### src/vfc_pkg.sv
// Shared constants, types and codes of the voiced frame classifier.
package vfc_pkg;

   // Window and group sizes.
   localparam int WINDOW      = 32;
   localparam int GROUP_LIMIT = 5;
   localparam int WIN_WIDTH   = $clog2(WINDOW);

   // Field widths.
   localparam int SAMPLE_WIDTH = 10;
   localparam int THRESH_WIDTH = 13;
   localparam int LOUD_WIDTH   = 15;
   localparam int DIFF_WIDTH   = 16;
   localparam int RATIO_WIDTH  = 13;
   localparam int TOTAL_WIDTH  = 16;
   localparam int GROUP_WIDTH  = 3;
   localparam int DEV_WIDTH    = SAMPLE_WIDTH + 1;

   // Configuration port.
   localparam int CSR_INDEX_WIDTH = 1;
   localparam int CSR_DATA_WIDTH  = 13;
   localparam logic [CSR_INDEX_WIDTH-1:0] CSR_CALIBRATION = 1'b0;
   localparam logic [CSR_INDEX_WIDTH-1:0] CSR_THRESHOLD   = 1'b1;
   localparam logic [SAMPLE_WIDTH-1:0] CAL_RESET    = 10'd512;
   localparam logic [THRESH_WIDTH-1:0] THRESH_RESET = 13'd1229;

   localparam logic [RATIO_WIDTH-1:0] RATIO_MAX = '1;

   // Queue between the accumulating front and the dividing back.
   localparam int QUEUE_DEPTH       = 2;
   localparam int QUEUE_PTR_WIDTH   = $clog2(QUEUE_DEPTH);
   localparam int QUEUE_COUNT_WIDTH = $clog2(QUEUE_DEPTH + 1);

   // Shared restoring divider.
   localparam int DIV_REM_WIDTH  = 15;
   localparam int DIV_FEED_WIDTH = 16;
   localparam int DIV_STEP_WIDTH = 5;
   localparam logic [DIV_STEP_WIDTH-1:0] RATIO_STEPS = 5'd13;
   localparam logic [DIV_STEP_WIDTH-1:0] MEAN_STEPS  = 5'd16;

   typedef struct packed {
      logic [LOUD_WIDTH-1:0] loudness;
      logic [DIFF_WIDTH-1:0] difference;
   } job_type;

   typedef struct packed {
      logic                      start;
      logic [DIV_REM_WIDTH-1:0]  rem_init;
      logic [DIV_FEED_WIDTH-1:0] feed;
      logic [DIV_STEP_WIDTH-1:0] steps;
      logic [DIV_REM_WIDTH-1:0]  divisor;
   } div_req_type;

   typedef struct packed {
      logic [LOUD_WIDTH-1:0]  loudness;
      logic [RATIO_WIDTH-1:0] ratio;
      logic [RATIO_WIDTH-1:0] mean_ratio;
      logic                   intoned;
      logic                   silent;
   } result_type;

endpackage

### src/voiced_frame_classifier.sv
// Top level of the voiced frame classifier: configuration registers and part wiring.
//
// Microphone samples arrive on the req_ channel, one transfer per sample when
// req_valid is high and req_stall is low. Each sample has the calibration level
// subtracted; the front part adds the absolute deviation and the absolute
// sample-to-sample step into two saturating sums, taking one sample per cycle.
// After every WINDOW samples the pair of sums is written to a two-entry queue.
// The back part takes a pair from the queue and, for a loud window, runs a
// shared restoring divider twice: 13 steps for the Q1.12 ratio, 16 steps for
// the group mean; a saturating ratio skips the first division. The result is
// offered once the divisions end (with none for a silent window), and the back
// part stays busy with that window until then, since it has that one divider.
// The front takes one sample per cycle and stalls only while the queue is full.
// One result leaves on the rsp_ channel per window, from an output register, so
// the back part may finish the next window while the receiver holds rsp_stall
// high; the result then waits unchanged. Registers are written on the csr_
// channel, which is always ready and should only be used while the block is idle.
// Reset is synchronous and clears the window, the group and the queue;
// calibration returns to 512 and the threshold to 1229.
module voiced_frame_classifier
   import vfc_pkg::*;
(
   input  logic                       clock,
   input  logic                       reset,
   input  logic                       req_valid,
   output logic                       req_stall,
   input  logic [SAMPLE_WIDTH-1:0]    req_sample,
   output logic                       rsp_valid,
   input  logic                       rsp_stall,
   output logic [LOUD_WIDTH-1:0]      rsp_loudness,
   output logic [RATIO_WIDTH-1:0]     rsp_ratio,
   output logic [RATIO_WIDTH-1:0]     rsp_mean_ratio,
   output logic                       rsp_intoned,
   output logic                       rsp_silent,
   input  logic                       csr_valid,
   output logic                       csr_ready,
   input  logic [CSR_INDEX_WIDTH-1:0] csr_index,
   input  logic [CSR_DATA_WIDTH-1:0]  csr_data
);

   logic [SAMPLE_WIDTH-1:0] cal_level_ff, cal_level_in;
   logic [THRESH_WIDTH-1:0] threshold_ff, threshold_in;

   logic                      queue_full, queue_empty, queue_push, queue_pop;
   job_type                   queue_data, queue_head;
   div_req_type               div_req;
   logic                      div_done;
   logic [DIV_FEED_WIDTH-1:0] div_quot;
   result_type                result;

   // The register port never holds off a write.
   assign csr_ready = 1'b1;

   always_comb begin
      cal_level_in = cal_level_ff;
      threshold_in = threshold_ff;
      if (csr_valid && csr_ready) begin
         unique case (csr_index)
            CSR_CALIBRATION: cal_level_in = csr_data[SAMPLE_WIDTH-1:0];
            CSR_THRESHOLD:   threshold_in = csr_data[THRESH_WIDTH-1:0];
            default: begin
            end
         endcase
      end
   end

   always_ff @(posedge clock) begin
      if (reset) begin
         cal_level_ff <= CAL_RESET;
         threshold_ff <= THRESH_RESET;
      end else begin
         cal_level_ff <= cal_level_in;
         threshold_ff <= threshold_in;
      end
   end

   vfc_front u_front (
      .clock      (clock),
      .reset      (reset),
      .req_valid  (req_valid),
      .req_stall  (req_stall),
      .req_sample (req_sample),
      .cal_level  (cal_level_ff),
      .queue_full (queue_full),
      .queue_push (queue_push),
      .queue_data (queue_data)
   );

   vfc_queue u_queue (
      .clock     (clock),
      .reset     (reset),
      .push      (queue_push),
      .push_data (queue_data),
      .pop       (queue_pop),
      .full      (queue_full),
      .empty     (queue_empty),
      .head      (queue_head)
   );

   vfc_divider u_divider (
      .clock    (clock),
      .reset    (reset),
      .div_req  (div_req),
      .done     (div_done),
      .quotient (div_quot)
   );

   vfc_back u_back (
      .clock       (clock),
      .reset       (reset),
      .threshold   (threshold_ff),
      .queue_empty (queue_empty),
      .queue_head  (queue_head),
      .queue_pop   (queue_pop),
      .div_req     (div_req),
      .div_done    (div_done),
      .div_quot    (div_quot),
      .rsp_valid   (rsp_valid),
      .rsp_stall   (rsp_stall),
      .result      (result)
   );

   assign rsp_loudness   = result.loudness;
   assign rsp_ratio      = result.ratio;
   assign rsp_mean_ratio = result.mean_ratio;
   assign rsp_intoned    = result.intoned;
   assign rsp_silent     = result.silent;

endmodule

### src/vfc_front.sv
// Front part: takes samples and accumulates the window sums.
module vfc_front
   import vfc_pkg::*;
(
   input  logic                    clock,
   input  logic                    reset,
   input  logic                    req_valid,
   output logic                    req_stall,
   input  logic [SAMPLE_WIDTH-1:0] req_sample,
   input  logic [SAMPLE_WIDTH-1:0] cal_level,
   input  logic                    queue_full,
   output logic                    queue_push,
   output job_type                 queue_data
);

   logic [WIN_WIDTH-1:0]        win_pos_ff, win_pos_in;
   logic [LOUD_WIDTH-1:0]       dev_sum_ff, dev_sum_in;
   logic [DIFF_WIDTH-1:0]       dif_sum_ff, dif_sum_in;
   logic signed [DEV_WIDTH-1:0] prev_dev_ff, prev_dev_in;

   logic                        accept;
   logic                        win_end;
   logic signed [DEV_WIDTH-1:0] dev;
   logic [DEV_WIDTH-1:0]        dev_mag;
   logic signed [DEV_WIDTH:0]   step_diff;
   logic [DEV_WIDTH:0]          step_mag;
   logic [LOUD_WIDTH:0]         dev_total;
   logic [DIFF_WIDTH:0]         dif_total;
   logic [LOUD_WIDTH-1:0]       dev_sat;
   logic [DIFF_WIDTH-1:0]       dif_sat;

   assign req_stall = queue_full;
   assign accept    = req_valid && !queue_full;
   assign win_end   = (win_pos_ff == WIN_WIDTH'(WINDOW - 1));

   always_comb begin
      dev       = $signed({1'b0, cal_level}) - $signed({1'b0, req_sample});
      dev_mag   = dev[DEV_WIDTH-1] ? DEV_WIDTH'(-dev) : DEV_WIDTH'(dev);
      step_diff = $signed({dev[DEV_WIDTH-1], dev})
                - $signed({prev_dev_ff[DEV_WIDTH-1], prev_dev_ff});
      step_mag  = step_diff[DEV_WIDTH] ? (DEV_WIDTH+1)'(-step_diff)
                                       : (DEV_WIDTH+1)'(step_diff);
      dev_total = {1'b0, dev_sum_ff} + (LOUD_WIDTH+1)'(dev_mag[DEV_WIDTH-2:0]);
      dif_total = {1'b0, dif_sum_ff} + (DIFF_WIDTH+1)'(step_mag[DEV_WIDTH-1:0]);
      dev_sat   = dev_total[LOUD_WIDTH] ? '1 : dev_total[LOUD_WIDTH-1:0];
      dif_sat   = dif_total[DIFF_WIDTH] ? '1 : dif_total[DIFF_WIDTH-1:0];
   end

   always_comb begin
      win_pos_in  = win_pos_ff;
      dev_sum_in  = dev_sum_ff;
      dif_sum_in  = dif_sum_ff;
      prev_dev_in = prev_dev_ff;
      if (accept) begin
         prev_dev_in = dev;
         if (win_end) begin
            win_pos_in = '0;
            dev_sum_in = '0;
            dif_sum_in = '0;
         end else begin
            win_pos_in = win_pos_ff + 1'b1;
            dev_sum_in = dev_sat;
            dif_sum_in = dif_sat;
         end
      end
   end

   assign queue_push            = accept && win_end;
   assign queue_data.loudness   = dev_sat;
   assign queue_data.difference = dif_sat;

   always_ff @(posedge clock) begin
      if (reset) begin
         win_pos_ff  <= '0;
         dev_sum_ff  <= '0;
         dif_sum_ff  <= '0;
         prev_dev_ff <= '0;
      end else begin
         win_pos_ff  <= win_pos_in;
         dev_sum_ff  <= dev_sum_in;
         dif_sum_ff  <= dif_sum_in;
         prev_dev_ff <= prev_dev_in;
      end
   end

endmodule

### src/vfc_queue.sv
// Short queue of finished window sums between front and back.
module vfc_queue
   import vfc_pkg::*;
(
   input  logic    clock,
   input  logic    reset,
   input  logic    push,
   input  job_type push_data,
   input  logic    pop,
   output logic    full,
   output logic    empty,
   output job_type head
);

   job_type                      mem_ff [QUEUE_DEPTH];
   logic [QUEUE_PTR_WIDTH-1:0]   wr_ptr_ff, wr_ptr_in;
   logic [QUEUE_PTR_WIDTH-1:0]   rd_ptr_ff, rd_ptr_in;
   logic [QUEUE_COUNT_WIDTH-1:0] count_ff, count_in;
   logic                         do_push, do_pop;

   assign full    = (count_ff == QUEUE_COUNT_WIDTH'(QUEUE_DEPTH));
   assign empty   = (count_ff == '0);
   assign head    = mem_ff[rd_ptr_ff];
   assign do_push = push && !full;
   assign do_pop  = pop && !empty;

   always_comb begin
      wr_ptr_in = wr_ptr_ff;
      rd_ptr_in = rd_ptr_ff;
      count_in  = count_ff;
      if (do_push) begin
         wr_ptr_in = (wr_ptr_ff == QUEUE_PTR_WIDTH'(QUEUE_DEPTH - 1)) ? '0
                                                                     : wr_ptr_ff + 1'b1;
      end
      if (do_pop) begin
         rd_ptr_in = (rd_ptr_ff == QUEUE_PTR_WIDTH'(QUEUE_DEPTH - 1)) ? '0
                                                                     : rd_ptr_ff + 1'b1;
      end
      if (do_push && !do_pop) begin
         count_in = count_ff + 1'b1;
      end else if (do_pop && !do_push) begin
         count_in = count_ff - 1'b1;
      end
   end

   always_ff @(posedge clock) begin
      if (reset) begin
         wr_ptr_ff <= '0;
         rd_ptr_ff <= '0;
         count_ff  <= '0;
      end else begin
         wr_ptr_ff <= wr_ptr_in;
         rd_ptr_ff <= rd_ptr_in;
         count_ff  <= count_in;
      end
   end

   always_ff @(posedge clock) begin
      if (do_push) begin
         mem_ff[wr_ptr_ff] <= push_data;
      end
   end

endmodule

### src/vfc_divider.sv
// Restoring divider that yields one quotient bit per cycle.
module vfc_divider
   import vfc_pkg::*;
(
   input  logic                      clock,
   input  logic                      reset,
   input  div_req_type               div_req,
   output logic                      done,
   output logic [DIV_FEED_WIDTH-1:0] quotient
);

   logic                      busy_ff, busy_in;
   logic                      done_ff, done_in;
   logic [DIV_STEP_WIDTH-1:0] count_ff, count_in;
   logic [DIV_REM_WIDTH-1:0]  rem_ff, rem_in;
   logic [DIV_FEED_WIDTH-1:0] feed_ff, feed_in;
   logic [DIV_FEED_WIDTH-1:0] quot_ff, quot_in;
   logic [DIV_REM_WIDTH-1:0]  div_ff, div_in;

   logic [DIV_REM_WIDTH:0]    trial;
   logic [DIV_REM_WIDTH:0]    trial_diff;
   logic                      fits;

   // The partial remainder stays below the divisor, so the shifted
   // value fits one bit wider and a failed trial fits the remainder.
   always_comb begin
      trial      = {rem_ff, feed_ff[DIV_FEED_WIDTH-1]};
      trial_diff = trial - {1'b0, div_ff};
      fits       = (trial >= {1'b0, div_ff});
   end

   always_comb begin
      busy_in  = busy_ff;
      done_in  = 1'b0;
      count_in = count_ff;
      rem_in   = rem_ff;
      feed_in  = feed_ff;
      quot_in  = quot_ff;
      div_in   = div_ff;
      if (div_req.start) begin
         busy_in  = 1'b1;
         count_in = div_req.steps;
         rem_in   = div_req.rem_init;
         feed_in  = div_req.feed;
         quot_in  = '0;
         div_in   = div_req.divisor;
      end else if (busy_ff) begin
         rem_in   = fits ? trial_diff[DIV_REM_WIDTH-1:0] : trial[DIV_REM_WIDTH-1:0];
         feed_in  = {feed_ff[DIV_FEED_WIDTH-2:0], 1'b0};
         quot_in  = {quot_ff[DIV_FEED_WIDTH-2:0], fits};
         count_in = count_ff - 1'b1;
         if (count_ff == DIV_STEP_WIDTH'(1)) begin
            busy_in = 1'b0;
            done_in = 1'b1;
         end
      end
   end

   always_ff @(posedge clock) begin
      if (reset) begin
         busy_ff  <= 1'b0;
         done_ff  <= 1'b0;
         count_ff <= '0;
      end else begin
         busy_ff  <= busy_in;
         done_ff  <= done_in;
         count_ff <= count_in;
      end
   end

   always_ff @(posedge clock) begin
      rem_ff  <= rem_in;
      feed_ff <= feed_in;
      quot_ff <= quot_in;
      div_ff  <= div_in;
   end

   assign done     = done_ff;
   assign quotient = quot_ff;

endmodule

### src/vfc_back.sv
// Back part: ratio, group mean, classification and the result register.
module vfc_back
   import vfc_pkg::*;
(
   input  logic                      clock,
   input  logic                      reset,
   input  logic [THRESH_WIDTH-1:0]   threshold,
   input  logic                      queue_empty,
   input  job_type                   queue_head,
   output logic                      queue_pop,
   output div_req_type               div_req,
   input  logic                      div_done,
   input  logic [DIV_FEED_WIDTH-1:0] div_quot,
   output logic                      rsp_valid,
   input  logic                      rsp_stall,
   output result_type                result
);

   localparam logic [2:0] ST_IDLE   = 3'd0;
   localparam logic [2:0] ST_DECIDE = 3'd1;
   localparam logic [2:0] ST_RATIO  = 3'd2;
   localparam logic [2:0] ST_SUM    = 3'd3;
   localparam logic [2:0] ST_MEAN   = 3'd4;
   localparam logic [2:0] ST_OUTPUT = 3'd5;

   logic [2:0]             state_ff, state_in;
   job_type                job_ff, job_in;
   logic [RATIO_WIDTH-1:0] ratio_ff, ratio_in;
   logic [TOTAL_WIDTH-1:0] total_ff, total_in;
   logic [GROUP_WIDTH-1:0] group_ff, group_in;
   logic                   intoned_ff, intoned_in;
   logic [RATIO_WIDTH-1:0] last_mean_ff, last_mean_in;
   logic                   silent_ff, silent_in;
   logic                   out_valid_ff, out_valid_in;
   result_type             out_ff, out_in;

   logic                   saturate;
   logic [TOTAL_WIDTH-1:0] total_sum;
   logic [RATIO_WIDTH-1:0] mean_sat;
   logic                   out_free;

   // Quotient of at least 8192 exactly when the difference sum reaches
   // twice the loudness.
   assign saturate  = ({1'b0, job_ff.difference} >= {job_ff.loudness, 1'b0, 1'b0} >> 1);
   assign total_sum = total_ff + TOTAL_WIDTH'(ratio_ff);
   assign mean_sat  = (div_quot[DIV_FEED_WIDTH-1:RATIO_WIDTH] != '0)
                    ? RATIO_MAX : div_quot[RATIO_WIDTH-1:0];
   assign out_free  = !out_valid_ff || !rsp_stall;

   always_comb begin
      state_in     = state_ff;
      job_in       = job_ff;
      ratio_in     = ratio_ff;
      total_in     = total_ff;
      group_in     = group_ff;
      intoned_in   = intoned_ff;
      last_mean_in = last_mean_ff;
      silent_in    = silent_ff;
      out_valid_in = out_valid_ff && rsp_stall;
      out_in       = out_ff;
      queue_pop    = 1'b0;
      div_req      = '0;
      unique case (state_ff)
         ST_IDLE: begin
            if (!queue_empty) begin
               queue_pop = 1'b1;
               job_in    = queue_head;
               state_in  = ST_DECIDE;
            end
         end
         ST_DECIDE: begin
            if (job_ff.loudness == '0) begin
               silent_in = 1'b1;
               ratio_in  = '0;
               state_in  = ST_OUTPUT;
            end else if (saturate) begin
               silent_in = 1'b0;
               ratio_in  = RATIO_MAX;
               state_in  = ST_SUM;
            end else begin
               silent_in        = 1'b0;
               div_req.start    = 1'b1;
               div_req.rem_init = job_ff.difference[DIFF_WIDTH-1:1];
               div_req.feed     = {job_ff.difference[0], {(DIV_FEED_WIDTH-1){1'b0}}};
               div_req.steps    = RATIO_STEPS;
               div_req.divisor  = job_ff.loudness;
               state_in         = ST_RATIO;
            end
         end
         ST_RATIO: begin
            if (div_done) begin
               ratio_in = div_quot[RATIO_WIDTH-1:0];
               state_in = ST_SUM;
            end
         end
         ST_SUM: begin
            total_in         = total_sum;
            div_req.start    = 1'b1;
            div_req.rem_init = '0;
            div_req.feed     = total_sum;
            div_req.steps    = MEAN_STEPS;
            div_req.divisor  = DIV_REM_WIDTH'(group_ff);
            state_in         = ST_MEAN;
         end
         ST_MEAN: begin
            if (div_done) begin
               last_mean_in = mean_sat;
               intoned_in   = !(mean_sat > threshold);
               if (group_ff >= GROUP_WIDTH'(GROUP_LIMIT)) begin
                  group_in = GROUP_WIDTH'(1);
                  total_in = '0;
               end else begin
                  group_in = group_ff + 1'b1;
               end
               state_in = ST_OUTPUT;
            end
         end
         ST_OUTPUT: begin
            if (out_free) begin
               out_valid_in      = 1'b1;
               out_in.loudness   = job_ff.loudness;
               out_in.ratio      = ratio_ff;
               out_in.mean_ratio = last_mean_ff;
               out_in.intoned    = intoned_ff;
               out_in.silent     = silent_ff;
               state_in          = ST_IDLE;
            end
         end
         default: begin
            state_in = ST_IDLE;
         end
      endcase
   end

   always_ff @(posedge clock) begin
      if (reset) begin
         state_ff     <= ST_IDLE;
         total_ff     <= '0;
         group_ff     <= GROUP_WIDTH'(1);
         intoned_ff   <= 1'b1;
         last_mean_ff <= '0;
         out_valid_ff <= 1'b0;
      end else begin
         state_ff     <= state_in;
         total_ff     <= total_in;
         group_ff     <= group_in;
         intoned_ff   <= intoned_in;
         last_mean_ff <= last_mean_in;
         out_valid_ff <= out_valid_in;
      end
   end

   always_ff @(posedge clock) begin
      job_ff    <= job_in;
      ratio_ff  <= ratio_in;
      silent_ff <= silent_in;
      out_ff    <= out_in;
   end

   assign rsp_valid = out_valid_ff;
   assign result    = out_ff;

endmodule

### config.mk
export PLATFORM = sky130hd
export DESIGN_NAME = voiced_frame_classifier
export DESIGN_NICKNAME = d
export VERILOG_FILES = /design/src/vfc_pkg.sv /design/src/voiced_frame_classifier.sv /design/src/vfc_front.sv /design/src/vfc_queue.sv /design/src/vfc_divider.sv /design/src/vfc_back.sv
export SDC_FILE = /design/constraint.sdc
export NUM_CORES = 1
export LEC_CHECK = 0
export CAP_MARGIN = 5
export CORE_MARGIN = 4
export CORE_UTILIZATION = 30
export DETAILED_ROUTE_END_ITERATION = 10
export DONT_BUFFER_PORTS = 1
export GPL_ROUTABILITY_DRIVEN = 0
export GPL_TIMING_DRIVEN = 1
export PLACE_DENSITY = 0.54
export SLEW_MARGIN = 5
export SYNTH_ARGS = -nofsm -noshare
export SYNTH_HDL_FRONTEND = slang
export SYNTH_SLANG_ARGS = --single-unit
### constraint.sdc
create_clock -name clock -period 5.7 [get_ports clock]
set_input_delay 1.14 -clock clock [delete_from_list [all_inputs] [get_ports clock]]
set_output_delay 1.14 -clock clock [all_outputs]
set_load 0.1 [all_outputs]
==> Word-level counts from Yosys, hierarchy flattened <==
Memory sizes are Yosys's and may differ from the RTL's. A register that Yosys moved wholly into a read port is not among the register bits.
Index checks and enable logic that the tools add are counted.
{ "word_totals": {"regBits": 237, "ram_bits": 62, "input_bits": 29, "output_inout_bits": 46, "word_cells": 146, "mem_count": 1} }
{ "mem_list": {"columns": ["memory", "depth", "word_bits", "read_ports", "rd_ports_with_merged_regs", "wr", "line", "rtl"], "rows": [
  ["u_queue.mem_ff", 2, 31, 1, 1, 1, "vfc_queue.sv:15", "job_type mem_ff [QUEUE_DEPTH];"]
]} }
{ "op_classes": {"addsub": 15, "n_lt_le_gt_ge": 4, "n_eq_ne": 14, "muxes": 48, "bitwise": 3, "n_reduce_logical": 32} }
{ "op_table": {"columns": ["operator", "count"], "rows": [
  ["$mux 52", 2],
  ["$pmux 52 s2", 1],
  ["$mux 16", 6],
  ["$mux 15", 5],
  ["$mux 13", 4],
  ["$pmux 16 s2", 1],
  ["$pmux 13 s2", 1],
  ["$mux 3", 6],
  ["$pmux 3 s6", 1],
  ["$add 16x11->17", 1],
  ["$add 15x10->16", 1],
  ["$add 16x13->16", 1],
  ["$ge 16x15->1", 1],
  ["$ge 16x16->1", 1],
  ["$logic_not 15->1", 1],
  ["$mux 5", 3],
  ["$sub 15x15->15", 1],
  ["$mux 1", 14],
  ["$gt 13x13->1", 1],
  ["$sub 11x11->12", 1],
  ["$mux 11", 1],
  ["$neg 11->11", 1],
  ["$sub 10x10->11", 1],
  ["$mux 10", 1],
  ["30 further kinds", 59]
]} }

==> Longest topological paths before layout <==
{ "logic_depth": {"word_depth": 9, "depth_mapped": 26, "depth_no_buf": 24} }

==> Modules after synthesis <==
A second synthesis with hierarchy kept.
{ "unflattened": {"hier_cells": 1691, "hier_area_um2": 17772.0} }
{ "by_module_without_submodules": {"columns": ["module", "n_inst", "cells_each", "area_per_inst_um2", "seq_area_each_um2"], "rows": [
  ["vfc_back", 1, 547, 6135.9, 3383.2],
  ["vfc_front", 1, 596, 4559.4, 940.9],
  ["vfc_divider", 1, 334, 3644.7, 1841.8],
  ["vfc_queue", 1, 121, 2443.6, 1961.9],
  ["voiced_frame_classifier", 1, 93, 988.4, 460.4]
]} }

==> Least setup slack after synthesis <==
Ideal clock, no wire load.
{ "synth_path": {"kind": "input to register", "from": "input req_sample[0]", "to": "register u_front.dif_sum_ff[0]", "setup_time_ns": 0.117, "t_arrival_ns": 6.005, "required_time_ns": 5.583, "setup_slack_ns": -0.422, "path_stages": 24, "n_path_buf": 2, "cell_sequence": "ha_1 -> inv_1 -> fa_1 -> a21o_1 -> a221o_1 -> nor2_2 -> xnor2_1 -> ha_1 -> or2_2 -> o311a_1 -> a41oi_1 -> a31oi_1 -> clkbuf_1 -> a21oi_1 -> xor2_1 -> ha_1 -> a21o_1 -> a21o_1 -> a21o_1 -> a21oi_1 -> a211oi_2 -> clkbuf_1 -> or2_2 -> a22o_1"} }
{ "synth_rtl": {"columns": ["element", "line", "rtl"], "rows": [
  ["from (decl)", "voiced_frame_classifier.sv:27", "input logic [SAMPLE_WIDTH-1:0] req_sample,"],
  ["to (signal assigned)", "vfc_front.sv:81", "dif_sum_ff <= dif_sum_in;"],
  ["to (decl)", "vfc_front.sv:18", "logic [DIFF_WIDTH-1:0] dif_sum_ff, dif_sum_in;"]
]} }

==> metrics.md <==
| Metric | Value |
|---|---|
| Largest family of logic cells by synthesized area | `compound AO/OA/AOI/OAI gates` |
| Post-Synthesis Cell Area | `approximately 17000 um2` |
| CTS resizes | `0` |
| Finish-stage setup viols | `0` |
| Number of buffers inserted for hold repair after clock tree synthesis | `0` |
| Synth Area in Compound Gates | `around 15%` |
| Critical hold path startpoint | `u_back.last_mean_ff[0]` |
| Total Routed Length | `between 30000 and 40000 um` |
| Starting Density | `slightly above 30%` |
| Iteration-0 DRC Markers | `657` |
| Total clock buffers created by CTS | `38` |
| Share of post-route cells with drive strength above 1 | `between 10% and 20%` |
| Endpoint type of the worst setup path | `flop` |
| Pins over their slew limit | `0` |
| Most common cell after layout, fill and taps aside | `sky130_fd_sc_hd__edfxtp_1` |
| Remaining global-route overflow | `0` |
| Clock root buffer master | `sky130_fd_sc_hd__clkbuf_16` |
| Fmax | `~180 MHz` |
| Half-perimeter wire length after detailed placement | `about 28000 um` |
| Final net count | `1817` |
| Endpoint arrival time on the critical path | `approximately 5.9 ns` |
| Adder-cell share of the synthesized area | `under 10%` |
| Vias per std cell | `between 4 and 5` |
| Post-route worst setup slack | `between 0.2 and 0.25 ns` |
| Worst-case clock skew | `roughly 0.02 ns` |
| X dimension of the die | `245 um` |
| Normalized max-slew margin | `between 10% and 20%` |
| Largest voltage drop on the vdd net | `~200 uV` |
| Reg clk slew, reported paths | `0.06 ns` |
| Mux cell area share after synthesis | `~4.5%` |
| Crit path required time | `slightly above 6 ns` |
| Actual slew at the worst max-slew pin | `roughly 1.3 ns` |
| Area of the core region | `about 55000 um2` |
| Latest clock arrival within the worst-skew pair | `between 0.5 and 0.6 ns` |
| Antenna violations before repair | `1` |
| Flop2flop setup slack | `0.40 ns` |
| Global-route usage over all layers | `between 10% and 20%` |
| XOR/XNOR Fraction of Synth Area | `approximately 3.7%` |
| Area grow syn2layout | `15.4%` |
| Leakage | `0.00767 uW` |
| Routed length per placed instance | `roughly 16 um` |
| Category of cells accounting for the largest share of critical-path delay | `compound AO/OA/AOI/OAI gates` |
| Number of hold violations in the final report | `0` |
| Number of standard-cell rows in the floorplan | `between 80 and 90` |
| Depth of the worst hold-timing path | `0` |
| Synth Instances | `around 1600` |
| Number of sinks handled by clock tree synthesis | `330` |
| Net Count, Synth | `1752` |
| Portion of the post-synthesis area used by sequential elements | `between 50 and 60%` |
| DR vias | `11900` |
| Final Cycle Share | `between 90% and 100%` |
| Number of buffers and inverters on the critical path | `3` |
| Final ANT Viol Nets | `0` |
| I/O pin cnt | `75` |
| Setup fix buffers added after clock tree synthesis | `0` |
| Most instantiated flip-flop cell in the synthesis netlist | `sky130_fd_sc_hd__edfxtp_1` |
| Depth of the worst register-to-register path | `23` |
| Via count of the first global-routing pass | `about 12000` |
| Endpoint of the most critical register-to-register path | `u_front.dif_sum_ff[6]` |
| Post-DP Area | `about 18000 um2` |
| Count of different cell masters after synthesis | `between 70 and 80` |
| Maximum number of buffers from clock root to sink | `3` |
| Delay of the slowest cell on the worst path | `roughly 0.4 ns` |
| H-tree Lvls | `2` |
| Crit path launch type | `input port` |
| Final critical delay including setup and external delays | `~5.5 ns` |
| Fraction of the mapped netlist area in simple logic gates | `14.0%` |
| Destination of the worst hold path | `u_back.result[2]` |
| Largest net degree at the start of global routing | `between 80 and 90` |
| Crit path kind | `input port to flop` |
| Most frequent cells in the layout | `sky130_fd_sc_hd__edfxtp_1, sky130_fd_sc_hd__nand2_1, sky130_fd_sc_hd__dfxtp_1, sky130_fd_sc_hd__nor2_1, sky130_fd_sc_hd__a21oi_1` |
| First-pass iteration count of the detailed router | `5` |
| Fraction of synthesis flops using an asynchronous set or reset pin | `0%` |
| Power per cell area | `roughly 520 nW/um2` |
| Warnings, synthesis | `0` |
| RSZ-0062 raised after global routing | `no` |
| Wire length of the first global-routing pass | `roughly 63000 um` |
| Filler Cells Inserted | `around 5500` |
| Chip height | `between 200 and 250 um` |
| Syn avg cell area | `about 11 um2` |
| RR Startpoint | `cal_level_ff[0]` |
| Number of diodes added for antenna fixing | `0` |
| Finished Cell Area | `19500 um2` |
| Library cell contributing the largest single delay on the critical path | `sky130_fd_sc_hd__fa_2` |
| FF+latch count, synth | `330` |
| Kind of path behind the tightest hold check | `flop to flop` |
| Detailed-route DRC error count | `0` |
| Clock tree from TritonCTS | `built` |
| Port Buffer Count | `0` |
| Total Die Area | `approximately 60000 um2` |
| Pre-CTS setup slack | `-0.306 ns` |
| Worst-path maximum fanout | `11` |
| Outcome | `finished clean` |
| EDFF count, synth | `approximately 200` |
| Max cap viols | `0` |
| Cell with the most instances on the worst path | `sky130_fd_sc_hd__buf_4` |
| Cells traversed along the worst timing path | `ha_4 -> inv_2 -> fa_2 -> a21o_1 -> a221o_1 -> nor2_2 -> xnor2_2 -> ha_2 -> or2_4 -> o311a_1 -> a41oi_2 -> a31oi_2 -> buf_4 -> nand2b_1 -> xnor2_1 -> ha_1 -> a21boi_2 -> o311ai_2 -> a211oi_2 -> buf_4 -> or2_2 -> a22o_1` |
worst register-to-register path, delay by kind of cell, from the launching register on:
family	cells	cell delay [ns]
and+or+nand+nor	4	0.86
xor gates and xnor gates	2	0.23
DFF	1	0.33
AOI/OAI and AO/OA	9	2.17
adders and majority gates	4	1.08
buffers and inverters	4	0.53
sequential cells by signal, indices dropped and copies added, names as in the netlist, 11 cells and up:
name,flops
u_divider.feed_ff,16
u_back.ratio_ff,13
u_back.last_mean_ff,13
u_divider.quotient,16
threshold_ff,13
u_queue.mem_ff,62
u_divider.rem_ff,15
u_back.result,43
u_back.total_ff,16
u_divider.div_ff,15
u_front.dif_sum_ff,16
u_front.prev_dev_ff,11
u_front.dev_sum_ff,15
u_back.job_ff,31
synth_stat cells, types with 14 or more instances:
cell                       number  area share, %
sky130_fd_sc_hd__clkbuf_1      51            1.1
sky130_fd_sc_hd__mux2_2        34            2.3
sky130_fd_sc_hd__nor2b_1       20           0.74
sky130_fd_sc_hd__nor3_1        28           0.83
sky130_fd_sc_hd__ha_1         107            7.9
sky130_fd_sc_hd__a21o_1        29            1.3
sky130_fd_sc_hd__o21ai_0       68            2.0
sky130_fd_sc_hd__edfxtp_1     196             35
sky130_fd_sc_hd__xnor2_1       43            2.2
sky130_fd_sc_hd__mux2i_1       38            2.2
sky130_fd_sc_hd__inv_1         97            2.2
sky130_fd_sc_hd__nand3_1       23           0.68
sky130_fd_sc_hd__dfxtp_1      134             16
sky130_fd_sc_hd__nor2_1       114            2.5
sky130_fd_sc_hd__a21oi_1      110            3.3
sky130_fd_sc_hd__xor2_1        29            1.5
sky130_fd_sc_hd__a22o_1        29            1.5
sky130_fd_sc_hd__and3_1        20           0.74
sky130_fd_sc_hd__or2_2         14           0.52
sky130_fd_sc_hd__nand2b_1      35            1.3
sky130_fd_sc_hd__o21a_1        22           0.98
sky130_fd_sc_hd__nand2_1      159            3.5
area by class of cell:
type / instances / area [um2] / area share, %
timing repair buffer: 91 / 683 / 3.50
inverter: 97 / 364 / 1.86
tap: 748 / 936 / 4.79
sequential: 330 / 8570 / 43.9
clock inverter: 7 / 75.1 / 0.384
clock buffer: 61 / 1100 / 5.62
multi-input combinational: 1117 / 7800 / 40.0
power by group:
part | internal, uW | switching, uW
logic | 1850 | 2350
registers | 3270 | 371
clock network | 1370 | 945
total | 6490 | 3660
how the worst max path moves through the flow:
stage | from | end | depth (start not counted) | slack (ns)
after detailed placement | req_sample[0] | u_front.dif_sum_ff[6] | 22 | -0.31
after CTS | req_sample[0] | u_front.dif_sum_ff[6] | 22 | 0.25
after global routing | req_sample[0] | u_queue.mem_ff[1][15] | 22 | 0.05
after floorplan | req_sample[0] | u_queue.mem_ff[0][13] | 24 | -0.11
after global placement | req_sample[0] | u_front.dif_sum_ff[6] | 22 | -0.24
final | req_sample[0] | u_front.dif_sum_ff[6] | 22 | 0.24
cells by family (layout without fill, tap and decap cells):
| logic type | Yosys count | after routing |
|---|---|---|
| flops | 330 | 330 |
| fa+ha+maj | 113 | 113 |
| xor+xnor | 72 | 72 |
| other cells | 1 | 1 |
| simple gates | 486 | 486 |
| compound gates | 373 | 373 |
| buf+inv | 163 | 256 |
| mux | 72 | 72 |
through the flow:
| step | hold slack (ns) | setup TNS [ns] | utilization (%) | std cells | power (uW) |
|---|---|---|---|---|---|
| floorplan | 0.400 | -0.334 | - | 1610 | 6550 |
| global placement | 0.417 | -5.83 | 33.1 | 2383 | 7760 |
| detailed placement | 0.419 | -8.95 | 33.1 | 2383 | 7870 |
| CTS | 0.433 | 0 | 35.2 | 2451 | 10200 |
| global route | 0.443 | 0 | 35.2 | 2451 | 10900 |
| finish | 0.430 | 0 | 35.2 | 2451 | 10200 |
metal layers:
layer / track usage, % / part of all wire, % / vias to the layer above
met5: 0 / 0 / -
met4: 3.44 / 2.2 / 0
met3: 2.28 / 3.4 / 54
met2: 20.6 / 46 / 175
met1: 18.2 / 49 / 5681
li1: - / - / 5947
Note: power is estimated with default switching activity, not from simulation.
